===== src/rtl/lnedit_pkg.sv =====
package lnedit_pkg;

   localparam int CHAR_W = 8;
   localparam int KIND_W = 2;
   localparam int CSR_IDX_W = 3;

   typedef logic [CHAR_W-1:0] char_type;
   typedef logic [KIND_W-1:0] kind_type;
   typedef logic [CSR_IDX_W-1:0] csr_idx_type;

   // Result kinds.
   localparam kind_type KIND_CHAR = 2'd0;
   localparam kind_type KIND_EMPTY = 2'd1;
   localparam kind_type KIND_ABORT = 2'd2;

   // Register indexes of the configuration port.
   localparam csr_idx_type CSR_SUB_FROM = 3'd0;
   localparam csr_idx_type CSR_SUB_TO = 3'd1;
   localparam csr_idx_type CSR_ERASE = 3'd2;
   localparam csr_idx_type CSR_KILL = 3'd3;
   localparam csr_idx_type CSR_STOP = 3'd4;
   localparam csr_idx_type CSR_END = 3'd5;
   localparam csr_idx_type CSR_ABORT = 3'd6;

   // Register values after reset.
   localparam char_type RST_SUB_FROM = 8'd97;
   localparam char_type RST_SUB_TO = 8'd122;
   localparam char_type RST_ERASE = 8'd88;
   localparam char_type RST_KILL = 8'd75;
   localparam char_type RST_STOP = 8'd84;
   localparam char_type RST_END = 8'd69;
   localparam char_type RST_ABORT = 8'd11;

endpackage


===== src/rtl/lnedit_line_mem.sv =====
// Line store: one write port and one registered read port.
module lnedit_line_mem #(
   parameter int DEPTH = 32,
   parameter int AW = 5
) (
   input  logic                     clock,
   input  logic                     wr_en,
   input  logic [AW-1:0]            wr_addr,
   input  lnedit_pkg::char_type     wr_data,
   input  logic                     rd_en,
   input  logic [AW-1:0]            rd_addr,
   output lnedit_pkg::char_type     rd_data
);

   lnedit_pkg::char_type mem [DEPTH];
   lnedit_pkg::char_type rd_data_ff;

   always_ff @(posedge clock) begin
      if (wr_en) begin
         mem[wr_addr] <= wr_data;
      end
   end

   always_ff @(posedge clock) begin
      if (rd_en) begin
         rd_data_ff <= mem[rd_addr];
      end
   end

   assign rd_data = rd_data_ff;

endmodule


===== src/rtl/line_editor_with_erase_kill.sv =====
// Line editor with substitute, erase, kill, stop, end and abort keys.
//
// The req channel carries one typed character per beat. Editing keys and
// plain characters are absorbed and produce no result, so such beats can
// be taken every cycle while idle. The end key plays the stored line out
// on the rsp channel, one character per beat, with rsp_last on the final
// one; an empty line gives one beat of kind "empty line". The abort key
// gives one beat of kind "aborted" and halts the block. After a stop key the
// line is still emitted by the end key, and the block then halts; a halted
// block accepts and discards every further beat.
// The end key is accepted in the idle state; each stored character then
// passes through a line-store read state and an output state, paced by
// the line-store read port and the shared pointer adder, so the block
// takes no new beat until the line is out. Abort and empty-line results
// go straight to the output state. req_stall stays high from the end or
// abort key until the final rsp beat is taken; a stalled rsp beat simply
// holds its payload. Synchronous reset clears the line, the stop and halt
// flags and returns the key registers to their defaults; the line store
// itself is not cleared, since only written entries are ever read back.
// Key registers are written through the csr port, which is always ready.
module line_editor_with_erase_kill #(
   parameter int LINE_LEN = 32
) (
   input  logic                        clock,
   input  logic                        reset,
   // Input characters.
   input  logic                        req_valid,
   output logic                        req_stall,
   input  lnedit_pkg::char_type        req_in_char,
   // Results.
   output logic                        rsp_valid,
   input  logic                        rsp_stall,
   output lnedit_pkg::char_type        rsp_out_char,
   output lnedit_pkg::kind_type        rsp_kind,
   output logic                        rsp_last,
   output logic                        rsp_stop_after,
   // Configuration writes.
   input  logic                        csr_valid,
   output logic                        csr_ready,
   input  lnedit_pkg::csr_idx_type     csr_index,
   input  lnedit_pkg::char_type        csr_data
);

   // Length counts 0..LINE_LEN; addresses index 0..LINE_LEN-1.
   localparam int LW = $clog2(LINE_LEN + 1);
   localparam int AW = (LINE_LEN > 1) ? $clog2(LINE_LEN) : 1;

   // Sequencer states.
   localparam logic [1:0] S_IDLE = 2'd0;
   localparam logic [1:0] S_READ = 2'd1;
   localparam logic [1:0] S_SHOW = 2'd2;

   logic [1:0] state_ff, state_in;

   // Key registers.
   lnedit_pkg::char_type sub_from_ff, sub_to_ff, erase_ff, kill_ff;
   lnedit_pkg::char_type stop_ff, end_ff, abort_ff;

   // Line state.
   logic [LW-1:0] len_ff, len_in;
   logic [AW-1:0] ptr_ff, ptr_in;
   logic          stop_seen_ff, stop_seen_in;
   logic          halted_ff, halted_in;
   logic          halt_pend_ff, halt_pend_in;

   // Result registers (the character itself comes from the store read port).
   lnedit_pkg::kind_type rsp_kind_ff, rsp_kind_in;
   logic                 rsp_last_ff, rsp_last_in;
   logic                 rsp_stop_ff, rsp_stop_in;

   // Shared pointer unit: one adder stepping either the length or the
   // emission pointer by plus or minus one.
   logic [LW-1:0] add_opa;
   logic          add_dec;
   logic [LW-1:0] add_sum;

   // Store port controls.
   logic                 wr_en;
   lnedit_pkg::char_type wr_data;
   logic                 rd_en;
   logic [AW-1:0]        rd_addr;
   lnedit_pkg::char_type rd_data;

   logic req_take;
   logic rsp_take;
   logic line_full;

   assign req_take = req_valid && !req_stall;
   assign rsp_take = rsp_valid && !rsp_stall;
   assign line_full = (len_ff >= LW'(LINE_LEN));

   assign add_sum = add_opa + (add_dec ? {LW{1'b1}} : LW'(1));

   lnedit_line_mem #(
      .DEPTH(LINE_LEN),
      .AW(AW)
   ) u_line_mem (
      .clock(clock),
      .wr_en(wr_en),
      .wr_addr(len_ff[AW-1:0]),
      .wr_data(wr_data),
      .rd_en(rd_en),
      .rd_addr(rd_addr),
      .rd_data(rd_data)
   );

   // Configuration registers. The port never pushes back.
   assign csr_ready = 1'b1;

   always_ff @(posedge clock) begin
      if (reset) begin
         sub_from_ff <= lnedit_pkg::RST_SUB_FROM;
         sub_to_ff   <= lnedit_pkg::RST_SUB_TO;
         erase_ff    <= lnedit_pkg::RST_ERASE;
         kill_ff     <= lnedit_pkg::RST_KILL;
         stop_ff     <= lnedit_pkg::RST_STOP;
         end_ff      <= lnedit_pkg::RST_END;
         abort_ff    <= lnedit_pkg::RST_ABORT;
      end else if (csr_valid && csr_ready) begin
         unique case (csr_index)
            lnedit_pkg::CSR_SUB_FROM: sub_from_ff <= csr_data;
            lnedit_pkg::CSR_SUB_TO:   sub_to_ff <= csr_data;
            lnedit_pkg::CSR_ERASE:    erase_ff <= csr_data;
            lnedit_pkg::CSR_KILL:     kill_ff <= csr_data;
            lnedit_pkg::CSR_STOP:     stop_ff <= csr_data;
            lnedit_pkg::CSR_END:      end_ff <= csr_data;
            lnedit_pkg::CSR_ABORT:    abort_ff <= csr_data;
            default: ;
         endcase
      end
   end

   // Sequencer.
   always_comb begin
      state_in     = state_ff;
      len_in       = len_ff;
      ptr_in       = ptr_ff;
      stop_seen_in = stop_seen_ff;
      halted_in    = halted_ff;
      halt_pend_in = halt_pend_ff;
      rsp_kind_in  = rsp_kind_ff;
      rsp_last_in  = rsp_last_ff;
      rsp_stop_in  = rsp_stop_ff;
      add_opa      = len_ff;
      add_dec      = 1'b0;
      wr_en        = 1'b0;
      wr_data      = req_in_char;
      rd_en        = 1'b0;
      rd_addr      = ptr_ff;

      unique case (state_ff)
         S_IDLE: begin
            if (req_take && !halted_ff && (req_in_char != '0)) begin
               // Keys are matched in priority order when codes coincide.
               priority if (req_in_char == abort_ff) begin
                  rsp_kind_in  = lnedit_pkg::KIND_ABORT;
                  rsp_last_in  = 1'b1;
                  rsp_stop_in  = 1'b0;
                  halt_pend_in = 1'b1;
                  state_in     = S_SHOW;
               end else if (req_in_char == end_ff) begin
                  rsp_stop_in  = stop_seen_ff;
                  halt_pend_in = stop_seen_ff;
                  if (len_ff == '0) begin
                     rsp_kind_in = lnedit_pkg::KIND_EMPTY;
                     rsp_last_in = 1'b1;
                     state_in    = S_SHOW;
                  end else begin
                     rsp_kind_in = lnedit_pkg::KIND_CHAR;
                     ptr_in      = '0;
                     state_in    = S_READ;
                  end
               end else if (stop_seen_ff) begin
                  // Everything else is dropped once the stop key was seen.
               end else if (req_in_char == sub_from_ff) begin
                  if (!line_full) begin
                     wr_en   = 1'b1;
                     wr_data = sub_to_ff;
                     len_in  = add_sum;
                  end
               end else if (req_in_char == erase_ff) begin
                  add_dec = 1'b1;
                  if (len_ff != '0) begin
                     len_in = add_sum;
                  end
               end else if (req_in_char == kill_ff) begin
                  len_in = '0;
               end else if (req_in_char == stop_ff) begin
                  stop_seen_in = 1'b1;
               end else begin
                  if (!line_full) begin
                     wr_en  = 1'b1;
                     len_in = add_sum;
                  end
               end
            end
         end
         S_READ: begin
            // Fetch the character at the pointer; it is last when the
            // pointer plus one reaches the line length.
            add_opa     = LW'(ptr_ff);
            rd_en       = 1'b1;
            rsp_last_in = (add_sum == len_ff);
            state_in    = S_SHOW;
         end
         S_SHOW: begin
            add_opa = LW'(ptr_ff);
            if (rsp_take) begin
               if (rsp_last_ff) begin
                  len_in       = '0;
                  stop_seen_in = 1'b0;
                  halted_in    = halt_pend_ff;
                  halt_pend_in = 1'b0;
                  state_in     = S_IDLE;
               end else begin
                  ptr_in   = add_sum[AW-1:0];
                  state_in = S_READ;
               end
            end
         end
         default: begin
            state_in = S_IDLE;
         end
      endcase
   end

   always_ff @(posedge clock) begin
      if (reset) begin
         state_ff     <= S_IDLE;
         len_ff       <= '0;
         stop_seen_ff <= 1'b0;
         halted_ff    <= 1'b0;
         halt_pend_ff <= 1'b0;
      end else begin
         state_ff     <= state_in;
         len_ff       <= len_in;
         stop_seen_ff <= stop_seen_in;
         halted_ff    <= halted_in;
         halt_pend_ff <= halt_pend_in;
      end
   end

   always_ff @(posedge clock) begin
      ptr_ff      <= ptr_in;
      rsp_kind_ff <= rsp_kind_in;
      rsp_last_ff <= rsp_last_in;
      rsp_stop_ff <= rsp_stop_in;
   end

   // Input is taken only while no line is being played out.
   assign req_stall = (state_ff != S_IDLE);

   assign rsp_valid      = (state_ff == S_SHOW);
   assign rsp_kind       = rsp_kind_ff;
   assign rsp_last       = rsp_last_ff;
   assign rsp_stop_after = rsp_last_ff && rsp_stop_ff;
   assign rsp_out_char   = (rsp_kind_ff == lnedit_pkg::KIND_CHAR) ? rd_data : '0;

endmodule


===== config.mk =====
export PLATFORM = sky130hd
export DESIGN_NAME = line_editor_with_erase_kill
export DESIGN_NICKNAME = d
export VERILOG_FILES = /design/src/rtl/lnedit_pkg.sv /design/src/rtl/lnedit_line_mem.sv /design/src/rtl/line_editor_with_erase_kill.sv
export SDC_FILE = /design/constraint.sdc
export NUM_CORES = 1
export LEC_CHECK = 0
export BUFFER_PORTS_ARGS = -buffer_cell sky130_fd_sc_hd__buf_4
export CORE_UTILIZATION = 46
export CTS_BUF_LIST = sky130_fd_sc_hd__clkbuf_2 sky130_fd_sc_hd__clkbuf_4 sky130_fd_sc_hd__clkbuf_8
export DETAILED_ROUTE_END_ITERATION = 12
export PLACE_DENSITY = 0.71
export SYNTH_ARGS = -nofsm -noshare
export SYNTH_HDL_FRONTEND = slang
export SYNTH_HIERARCHICAL = 1
export SYNTH_SLANG_ARGS = --single-unit

===== constraint.sdc =====
create_clock -name clock -period 4.95 [get_ports clock]
set_clock_uncertainty 0.05 [all_clocks]
set_input_delay 0.2475 -clock clock [delete_from_list [all_inputs] [get_ports clock]]
set_output_delay 0.2475 -clock clock [all_outputs]
set_load 0.005 [all_outputs]

* After elaboration in Yosys (flattened, before gate mapping)
Memory sizes are Yosys's and may differ from the RTL's. A register that Yosys moved wholly into a read port is not among the register bits.
Index checks and enable logic that the tools add are counted.
** Operators by class
- $add $sub $neg :: 1
- Magnitude comparators :: 1
- Eq/ne operators :: 28
- Multiplexer cells :: 79
- Reductions and logical operators :: 34
** Operators by type and width (number)
- $mux 6 :: 14
- $mux 8 :: 8
- $eq 8x8->1 :: 6
- $mux 1 :: 39
- $mux 5 :: 6
- $ne 2x2->1 const B :: 7
- $reduce_and 2->1 :: 7
- $mux 2 :: 6
- $pmux 6 s2 :: 1
- $pmux 5 s2 :: 1
- $eq 3x3->1 const B :: 3
- $reduce_and 3->1 :: 3
- $reduce_and 9->1 :: 1
- $reduce_bool 2->1 :: 4
- $reduce_bool 8->1 :: 1
- $reduce_and 7->1 :: 1
- $add 6x6->6 :: 1
- $eq 3x2->1 const B :: 2
- $eq 6x6->1 :: 1
- $ge 6x6->1 const B :: 1
- $logic_not 6->1 :: 1
- $ne 3x3->1 const B :: 2
- $pmux 1 s2 :: 3
- $pmux 2 s3 :: 1
- 15 further kinds :: 23
** Word-level totals
- Register bits after elaboration :: 76
- Memory bits (writable) :: 256
- Input port bits :: 24
- Output and inout port bits :: 15
- Word-level logic and storage cells :: 160
- Memories kept :: 1
** Memories
- u_line_mem.mem :: depth 32, width 8, rd ports 1, clocked after Yosys merged registers in 1, write ports 1, line lnedit_line_mem.sv:15 : lnedit_pkg::char_type mem [DEPTH];

* Logic depth before layout (Yosys ltp)
Gate-level depths: netlist of the first run.
- Depth after elaboration :: 20
- Depth in mapped cells :: 15
- Mapped depth without buffers :: 14

* Cells and area by module
Netlist of the first run, hierarchy kept.
** Modules (own cells, without submodules)
- lnedit_line_mem :: times used 1, cells each 417, area an instance 10133.5 µm², seq. area each 7927.6 µm²
- line_editor_with_erase_kill :: times used 1, cells each 482, area an instance 4271.6 µm², seq. area each 1611.5 µm²

* Least setup slack after synthesis of the first run
OpenSTA, ideal clock, no wires.
- Path type :: flip-flop to flip-flop
- From :: register state_ff[0]
- To :: register rsp_last_ff (netlist: rsp_last) (data pin)
- Library setup time :: 0.263 ns
- Arrival :: 2.871 ns
- Data required time :: 4.637 ns
- Setup slack :: 1.767 ns
- Cell stages (with the launch flop) :: 13
- Path buffers :: 1
- Clock period less this slack :: 3.183 ns
- Path through :: dfxtp_1 -> inv_1 -> ha_1 -> clkbuf_1 -> mux2_2 -> ha_1 -> a21oi_1 -> o21ai_0 -> a21o_1 -> a21oi_1 -> xnor3_1 -> nor2_1 -> nor4b_2
** Between the ends
- Longest elaborated chain between the ends :: 11
- Elaborated cells on any way between the ends :: 16
- Those cells by class :: 1 x add/sub; 3 x eq/ne; 5 x mux; 7 x reduce/logical
** Ends and longest elaborated chain
- start, declared :: line line_editor_with_erase_kill.sv:53 : logic [1:0] state_ff, state_in;
- start signal, assigned :: line line_editor_with_erase_kill.sv:235 : state_ff <= state_in;
- $reduce_bool 2->1 :: line line_editor_with_erase_kill.sv:251 : assign req_stall = (state_ff != S_IDLE);
- $logic_not 1->1 :: line line_editor_with_erase_kill.sv:88 : assign req_take = req_valid && !req_stall;
- $logic_and 1x1->1 :: line line_editor_with_erase_kill.sv:88
- $logic_and 1x1->1 (2 in a row) :: line line_editor_with_erase_kill.sv:153 : if (req_take && !halted_ff && (req_in_char != '0)) begin
- $mux 1 :: line line_editor_with_erase_kill.sv:153
- $mux 1 :: line line_editor_with_erase_kill.sv:151 : unique case (state_ff)
- $mux 6 :: line line_editor_with_erase_kill.sv:92 : assign add_sum = add_opa + (add_dec ? {LW{1'b1}} : LW'(1));
- $add 6x6->6 :: line line_editor_with_erase_kill.sv:92
- $eq 6x6->1 :: line line_editor_with_erase_kill.sv:203 : rsp_last_in = (add_sum == len_ff);
- $pmux 1 s2 (*) :: line line_editor_with_erase_kill.sv:151
- end signal, assigned :: line line_editor_with_erase_kill.sv:246 : rsp_last_ff <= rsp_last_in;
- end, declared :: line line_editor_with_erase_kill.sv:68 : logic rsp_last_ff, rsp_last_in;
Mark *: on every way between the ends. The rest lies on a longest branch, timed or not.
A chain may end at the register's enable or synchronous reset.

* Worst setup path in the final report of the first run
- From :: register halted_ff
- To :: register rsp_last_ff (netlist: rsp_last) (data pin)
** Between the ends
- Longest elaborated chain between the ends :: 9
** Ends and longest elaborated chain
- start, declared :: line line_editor_with_erase_kill.sv:63 : logic halted_ff, halted_in;
- start signal, assigned :: line line_editor_with_erase_kill.sv:238 : halted_ff <= halted_in;
- $logic_not 1->1 :: line line_editor_with_erase_kill.sv:153
- $logic_and 1x1->1 (2 in a row) :: line line_editor_with_erase_kill.sv:153
- $mux 1 :: line line_editor_with_erase_kill.sv:153
- $mux 1 :: line line_editor_with_erase_kill.sv:151
- $mux 6 :: line line_editor_with_erase_kill.sv:92
- $add 6x6->6 :: line line_editor_with_erase_kill.sv:92
- $eq 6x6->1 :: line line_editor_with_erase_kill.sv:203
- $pmux 1 s2 :: line line_editor_with_erase_kill.sv:151
Every way passes these cells.

==> flow_summary.yaml, run 1 <==
worst_setup_path:
  endpoint_kind: "register"
  cp_data_arrival_time_ns: 3.72
  critPathMaxFanout: 5
  r2r_cells: 13
  crit_required_ns: 5.19
  setup.worst_path.start: "halted_ff"
  crit_slowest_cell: "xnor3_1"
  criticalPathCategory: "register to register"
  crit_top_cell: "a21oi_1"
  r2r_start: "halted_ff"
  cp-start-kind: "register"
  crit_path_max_incr_delay_ns: 0.36
  path_cells: "nand2b_1, a21oi_1, nor3b_4, nand3_2, nor2_2, ha_1, a21oi_1, o21ai_0, a21o_1, a21oi_1, xnor3_1, nor2_1, nor4b_2"
routing:
  dr.pass1.iters: 5
  drcViolationCount: 0
  drt-initial-drc-count: 530
  drt-total-wl_um: 30000
  dr_total_vias: 7723
  via_per_inst: 5.52
  postRouteAntennaNets: 0
  wl_per_cell_um: 21.5
cts:
  cts_buffers: 52
  post_cts_resized: 0
  insertion_delay_ns: 0.58
  htree_num_levels: 2
  post_cts_buffers: 0
  clk_pin_slew_ns: 0.07
  clk_path_buf_depth: 3
  clockRootBuffer: "clkbuf_8"
  cts_tree: "built"
  cts_sinks: 340
  cts-hold-fix-buffers: 8
timing:
  finalCritPeriodShare_pct: 70.2
  maxSlewHeadroom_pct: 37.8
  report.final.slew_viol_count: 0
  final_hold_viol_count: 0
  setup_viol: 0
  tns_ns: 0
  period_minus_slack_ns: 3.48
  worst_slew_pin_slew_ns: 0.933
  fmax_mhz: 288
  rsz0062_at_grt: "no"
run_status:
  status: "complete, no violations"
yosys:
  synth_cells: 899
  syn-num-nets: 932
  yosysWarnings: 6
  ys_seq_elements: 340
  synth_top_flop_cell: "edfxtp_1"
  netlist_top_cells_area: "edfxtp_1, mux4_2, dfxtp_1"
  seq_area_frac_synth_pct: 66.2
  synth_compound_area_share_pct: 3.14
  synth_xor_area_share_pct: 3.73
  synth_top_area_share_pct: 56.9
  synth_top_cell_by_area: "edfxtp_1"
  muxShareOfSynthArea_pct: 15.1
  synth_most_common_cell: "edfxtp_1"
  synthDistinctLibCells: 59
  synth_enable_flop_cells: 273
  synth_area_per_cell_um2: 16.0
  synthAdderAreaFrac_pct: 0.834
  synth_area_um2: 14400
  yosys.area_share.simple_pct: 9.04
  synth_commonest_cells: "edfxtp_1, nand2_1, mux4_2"
  synth_top_family_by_area: "multiplexers"
  synthArstFlopShare_pct: 0
placement:
  routabilityCongestion: 0.841
  dp_cells: 1295
  port_buffers: 37
  post_dp_cell_area_um2: 15000
  place_hpwl_um: 19000
floorplan:
  core_area_um2: 30700
  num_rows: 64
  start_util_pct: 47.0
  num_io_pins: 39
  die_w_um: 179
  die_area_um2: 32000
  die_h_um: 179
cells_and_area:
  design_area_um2: 16100
  area_growth_pct: 12.0
  final_cells: 1398
  drive_above_1_share_pct: 24.8
  nNetsFinal: 994
  fillers: 2510
  diodes: 0
pwr:
  p_leak_nw: 5.31
  p_clk_share_pct: 31.7
  netSwitchingFraction_pct: 27.5
  p_per_area_nw_per_um2: 450
  internal_power_mw: 5.27
  seqPwrFrac_pct: 46.1
  comb_power_share_pct: 22.2
  p_sw_mw: 1.99
  vdd_ir_drop_max_uv: 203
global_route:
  grt_max_degree: 68
  antenna_found_initial: 0
  grt_use_total_pct: 19.6
  grt_pass1_wl_um: 46100
  grt_overflow: 0
  grt_pass1_vias: 7773
min_path:
  hp-start: "rsp_stall"
  worstHoldPathCells: 4
  min_path_type: "input pin to register"
job:
  maxCapViolations: 0
==> layout by cell type (no fill, tap or decap), types with 3 or more instances in the layout <==
cell	n
mux2i_1	15
nand3_1	5
xnor2_1	38
a211o_1	6
or3b_2	3
clkbuf_4	17
nor4_2	4
clkinv_1	11
nor2_1	73
mux4_2	80
a21oi_1	33
inv_1	10
a211oi_1	3
a22oi_1	6
nand4_1	8
nand3b_1	24
ha_1	8
nand2b_1	4
nor3_1	5
and2_1	13
edfxtp_1	273
clkinv_2	8
nand2_1	89
mux2_2	20
nor2b_1	13
dfxtp_1	67
nor4_1	3
xor2_1	17
buf_4	41
clkbuf_8	56
dlygate4sd3_1	8
==> power groups by stage <==
| stage | registers, mW | logic [mW] | clock network, mW |
|---|---|---|---|
| 2_1_floorplan | 3.34 | 1.24 | 0 |
| 3_3_place_gp | 3.40 | 1.59 | 0 |
| 3_5_place_dp | 3.41 | 1.61 | 0 |
| 4_1_cts | 3.35 | 1.62 | 2.36 |
| 5_1_grt | 3.36 | 1.74 | 2.48 |
| 6_report | 3.35 | 1.61 | 2.30 |
==> path summary, 6_finish.rpt <==
check / endpoint / slack, ns
min: state_ff[1] / 0.06
max reg2reg: rsp_last / 1.47
min reg2reg: sub_to_ff[7] / 0.41
max: rsp_last / 1.47
==> cells by family (layout without fill, tap and decap cells) <==
kind of cell | count (synthesis) | after routing
muxes | 115 | 115
other | 1 | 1
AOI/OAI and AO/OA | 66 | 66
xor gates and xnor gates | 58 | 58
and+or+nand+nor | 257 | 257
DFF | 340 | 340
buffers and inverters | 53 | 156
adders and majority gates | 9 | 9
==> layer usage <==
| layer | wire length, um | track usage, % | part of all wire [%] | vias to the layer above |
|---|---|---|---|---|
| met2 | 14100 | 30.3 | 47 | 239 |
| li1 | - | - | - | 3570 |
| met3 | 1990 | 4.39 | 6.6 | 51 |
| met1 | 13400 | 27.8 | 45 | 3863 |
| met5 | 0 | 0 | 0 | - |
| met4 | 554 | 5.40 | 1.8 | 0 |
==> worst max-delay path: cells and delay by family (launching register included) <==
| family | cells | cell delay (ns) |
|---|---|---|
| flip-flops | 1 | 0.30 |
| adder cells (fa/ha/maj) | 1 | 0.32 |
| AND/OR/NAND/NOR | 6 | 1.13 |
| XOR/XNOR | 1 | 0.36 |
| AO/OA/AOI/OAI | 5 | 1.03 |
==> state kept, by name (all words and copies together) (netlist names) <==
register	count
u_line_mem/mem	256
abort_ff	8
end_ff	8
erase_ff	8
kill_ff	8
stop_ff	8
sub_from_ff	8
sub_to_ff	8
u_line_mem/rd_data	8
len_ff	6
ptr_ff	5
rsp_kind	2
state_ff	2
halt_pend_ff	1
halted_ff	1
rsp_last	1
rsp_stop_ff	1
stop_seen_ff	1
==> cell type report <==
| class | instances | area (um^2) | share of cell area [%] |
|---|---|---|---|
| sequential | 340 | 9540 | 59.2 |
| multi-input combinational | 506 | 4590 | 28.5 |
| clock buffer | 73 | 898 | 5.57 |
| tap | 396 | 495 | 3.07 |
| timing repair buffer | 50 | 408 | 2.53 |
| clock inverter | 22 | 150 | 0.931 |
| inverter | 11 | 43.8 | 0.272 |
==> stage by stage <==
| step | util [%] | hold WS [ns] | power, mW | worst slack (ns) |
|---|---|---|---|---|
| after CTS | 52.6 | 0.0306 | 7.32 | 1.47 |
| after global placement | 48.9 | 0.391 | 5.00 | 1.55 |
| after floorplan | - | 0.315 | 4.58 | 1.77 |
| final | 52.6 | 0.0629 | 7.26 | 1.47 |
| after detailed placement | 48.9 | 0.402 | 5.02 | 1.43 |
| after global routing | 52.6 | 0.0790 | 7.58 | 1.21 |
No activity file was read; power rests on OpenSTA's default activity.
==> inputs of run 2 (changes only) <==
--- a/config.mk
+++ b/config.mk
@@ -5,6 +5,7 @@
 export SDC_FILE = /design/constraint.sdc
 export NUM_CORES = 1
 export LEC_CHECK = 0
+export ABC_AREA = 1
 export BUFFER_PORTS_ARGS = -buffer_cell sky130_fd_sc_hd__buf_4
 export CORE_UTILIZATION = 46
 export CTS_BUF_LIST = sky130_fd_sc_hd__clkbuf_2 sky130_fd_sc_hd__clkbuf_4 sky130_fd_sc_hd__clkbuf_8
==> constraint.sdc (replaced) <==
create_clock -name clock -period 3.2 [get_ports clock]
set_clock_uncertainty 0.05 [all_clocks]
set_input_delay 0.16 -clock clock [delete_from_list [all_inputs] [get_ports clock]]
set_output_delay 0.16 -clock clock [all_outputs]
set_load 0.005 [all_outputs]
==> run 2 against run 1 <==
- combinational power rose by 120%
- largest power group unchanged
- global-route usage rose by 2.4 points
- total power rose by 72%
- flip-flop and latch count did not move
- routed wire length rose by 24%
- critical path depth rose by 8
- worst setup slack got worse by 1.2 ns
- non-clock buffer count rose by 53
- critical endpoint unchanged
- critical path type unchanged
==> flow_summary.yaml, run 2 <==
run_status:
  status: "complete, no violations"
cts:
  cts_buffers: 53
  cts_tree: "built"
  htree_num_levels: 2
  clk_pin_slew_ns: 0.07
  clk_path_buf_depth: 3
  clockRootBuffer: "clkbuf_8"
  insertion_delay_ns: 0.61
  cts_sinks: 340
floorplan:
  num_io_pins: 39
  num_rows: 66
  core_area_um2: 32900
  start_util_pct: 47.3
  die_w_um: 186
  die_h_um: 186
  die_area_um2: 34600
yosys:
  ys_seq_elements: 340
  seq_area_frac_synth_pct: 61.3
  synth_area_um2: 15600
  syn-num-nets: 1653
  synth_most_common_cell: "nand2_1"
  synthDistinctLibCells: 44
  synthArstFlopShare_pct: 0
  synth_area_per_cell_um2: 9.60
  synth_top_area_share_pct: 52.7
  yosysWarnings: 6
  synth_commonest_cells: "nand2_1, edfxtp_1, nand3_1"
  synth_top_flop_cell: "edfxtp_1"
  synth_enable_flop_cells: 273
  synth_top_cell_by_area: "edfxtp_1"
  synth_cells: 1620
  netlist_top_cells_area: "edfxtp_1, nand2_1, dfxtp_1"
timing:
  rsz0062_at_grt: "no"
  fmax_mhz: 337
  maxSlewHeadroom_pct: 12.5
  setup_viol: 0
  period_minus_slack_ns: 2.97
  worst_slew_pin_slew_ns: 1.31
  final_hold_viol_count: 0
  finalCritPeriodShare_pct: 92.8
  report.final.slew_viol_count: 0
  tns_ns: 0
cells_and_area:
  largest_reg_flops: 256
  final_cells: 2185
  drive_above_1_share_pct: 13.9
  final_common_cell: "nand2_1"
  diodes: 0
  fin_util_pct: 53.5
  largest-register: "u_line_mem/mem"
  final_cell_mix: "nand2_1, edfxtp_1, nand3_1"
  area_growth_pct: 13.0
  design_area_um2: 17600
  nNetsFinal: 1737
worst_setup_path:
  rrSetupSlack_ns: 0.23
  cp-start-kind: "register"
  r2r_cells: 21
  crit_path_max_incr_delay_ns: 0.36
  crit_required_ns: 3.49
  crit_top_cell: "nand2_1"
  critPathMaxFanout: 6
  criticalPathCategory: "register to register"
  r2r-end: "rsp_last"
  endpoint_kind: "register"
  crit_slowest_cell: "dfxtp_1"
  r2r_start: "state_ff[0]"
  cp_data_arrival_time_ns: 3.26
  path_cells: "inv_1, ha_4, nand2_1, nor2_2, o21ai_2, nor2_2, nand3_4, inv_4, ha_4, a21oi_1, o21ai_1, nand2_1, nand2_1, a21oi_2, nand3_1, nand2_1, nand2_1, nand2_1, nor2_2, nand3_1, nand2_1"
global_route:
  grt_max_degree: 129
  antenna_found_initial: 0
  grt_overflow: 0
  grt_pass1_wl_um: 58300
  grt_use_total_pct: 21.9
  grt_pass1_vias: 11000
pwr:
  p_clk_share_pct: 30.3
  p_per_area_nw_per_um2: 710
  netSwitchingFraction_pct: 34.1
  p_leak_nw: 6.99
  internal_power_mw: 8.24
  vdd_ir_drop_max_uv: 416
  p_sw_mw: 4.25
  comb_power_share_pct: 28.0
  seqPwrFrac_pct: 41.8
  p_total_mw: 12.5
min_path:
  min_path_type: "input pin to register"
  worstHoldPathCells: 5
  hp-start: "csr_index[0]"
  holdPathEnd: "sub_from_ff[5]"
placement:
  routabilityCongestion: 0.851
  post_dp_cell_area_um2: 16300
  port_buffers: 37
  place_hpwl_um: 22700
  dp_cells: 2079
routing:
  dr.pass1.iters: 5
  drt-total-wl_um: 37200
  postRouteAntennaNets: 0
  via_per_inst: 5.25
  dr_total_vias: 11500
  wl_per_cell_um: 17.0
  drcViolationCount: 0
  drt-initial-drc-count: 1046
job:
  maxCapViolations: 0
[run 2: layout make-up]
cell class | instances | area [um^2]
Clock buffer | 72 | 897
Clock inverter | 22 | 204
Fill cell | 2949 | 15300
Inverter | 112 | 432
Multi-Input combinational cell | 1094 | 5130
Sequential cell | 340 | 9540
Tap cell | 442 | 553
Timing Repair Buffer | 103 | 836
[run 2: power by group through the flow]
stage / Clock, mW / Combinational, mW / Sequential (mW)
2_1_floorplan: 0 / 2.48 / 5.25
3_3_place_gp: 0 / 3.25 / 5.30
3_5_place_dp: 0 / 3.31 / 5.31
4_1_cts: 3.83 / 3.34 / 5.21
5_1_grt: 4.02 / 3.90 / 5.24
6_report: 3.78 / 3.50 / 5.22
[run 2: cell families (layout without fill, tap and decap cells)]
| family | count (synthesis) | count (layout) | synth area share (%) |
|---|---|---|---|
| AOI/OAI and AO/OA | 116 | 116 | 4.24 |
| xor gates and xnor gates | 31 | 31 | 1.79 |
| adders and majority gates | 9 | 9 | 0.772 |
| buffers and inverters | 186 | 309 | 6.37 |
| DFF | 340 | 340 | 61.3 |
| other | 1 | 1 | 0.0241 |
| and+or+nand+nor | 937 | 937 | 25.5 |
[run 2: worst max-delay path by stage]
stage                           to  depth (start not counted)         from  slack (ns)
after floorplan           rsp_last                         22  state_ff[0]        0.36
after global placement    rsp_last                         10  state_ff[0]        0.18
after detailed placement  rsp_last                         16  state_ff[0]        0.02
after CTS                 rsp_last                         16  state_ff[0]       0.007
after global routing      rsp_last                         21  state_ff[0]        0.01
final                     rsp_last                         21  state_ff[0]        0.23
[run 2: worst max-delay path: cells and delay by family (launching register included)]
| family | cells | cell delay [ns] |
|---|---|---|
| AOI/OAI and AO/OA | 4 | 0.54 |
| adders and majority gates | 2 | 0.38 |
| buffers and inverters | 2 | 0.25 |
| DFF | 1 | 0.36 |
| and+or+nand+nor | 13 | 1.12 |
[run 2: what timing repair did]
action                     4_1_cts  5_1_grt
setup buffers                    0        2
hold endpoints to repair        67        0
setup endpoints to repair        0        2
resized for setup                0       21
hold buffers                    10        0
[run 2: per-layer routing]
metal	vias up	GRT usage, %	part of all wire (%)
met5	-	0	0
met4	0	8.46	3.1
met3	81	3.17	5.9
met2	410	37.0	49
met1	5392	28.5	42
li1	5589	-	-
[run 2: per-stage QoR]
| step | hold slack, ns | setup slack, ns |
|---|---|---|
| after floorplan | 0.236 | 0.364 |
| after global placement | 0.362 | 0.182 |
| after detailed placement | 0.365 | 0.0213 |
| after CTS | 0.0217 | 0.00743 |
| after global routing | 0.0572 | 0.0145 |
| final | 0.0408 | 0.232 |
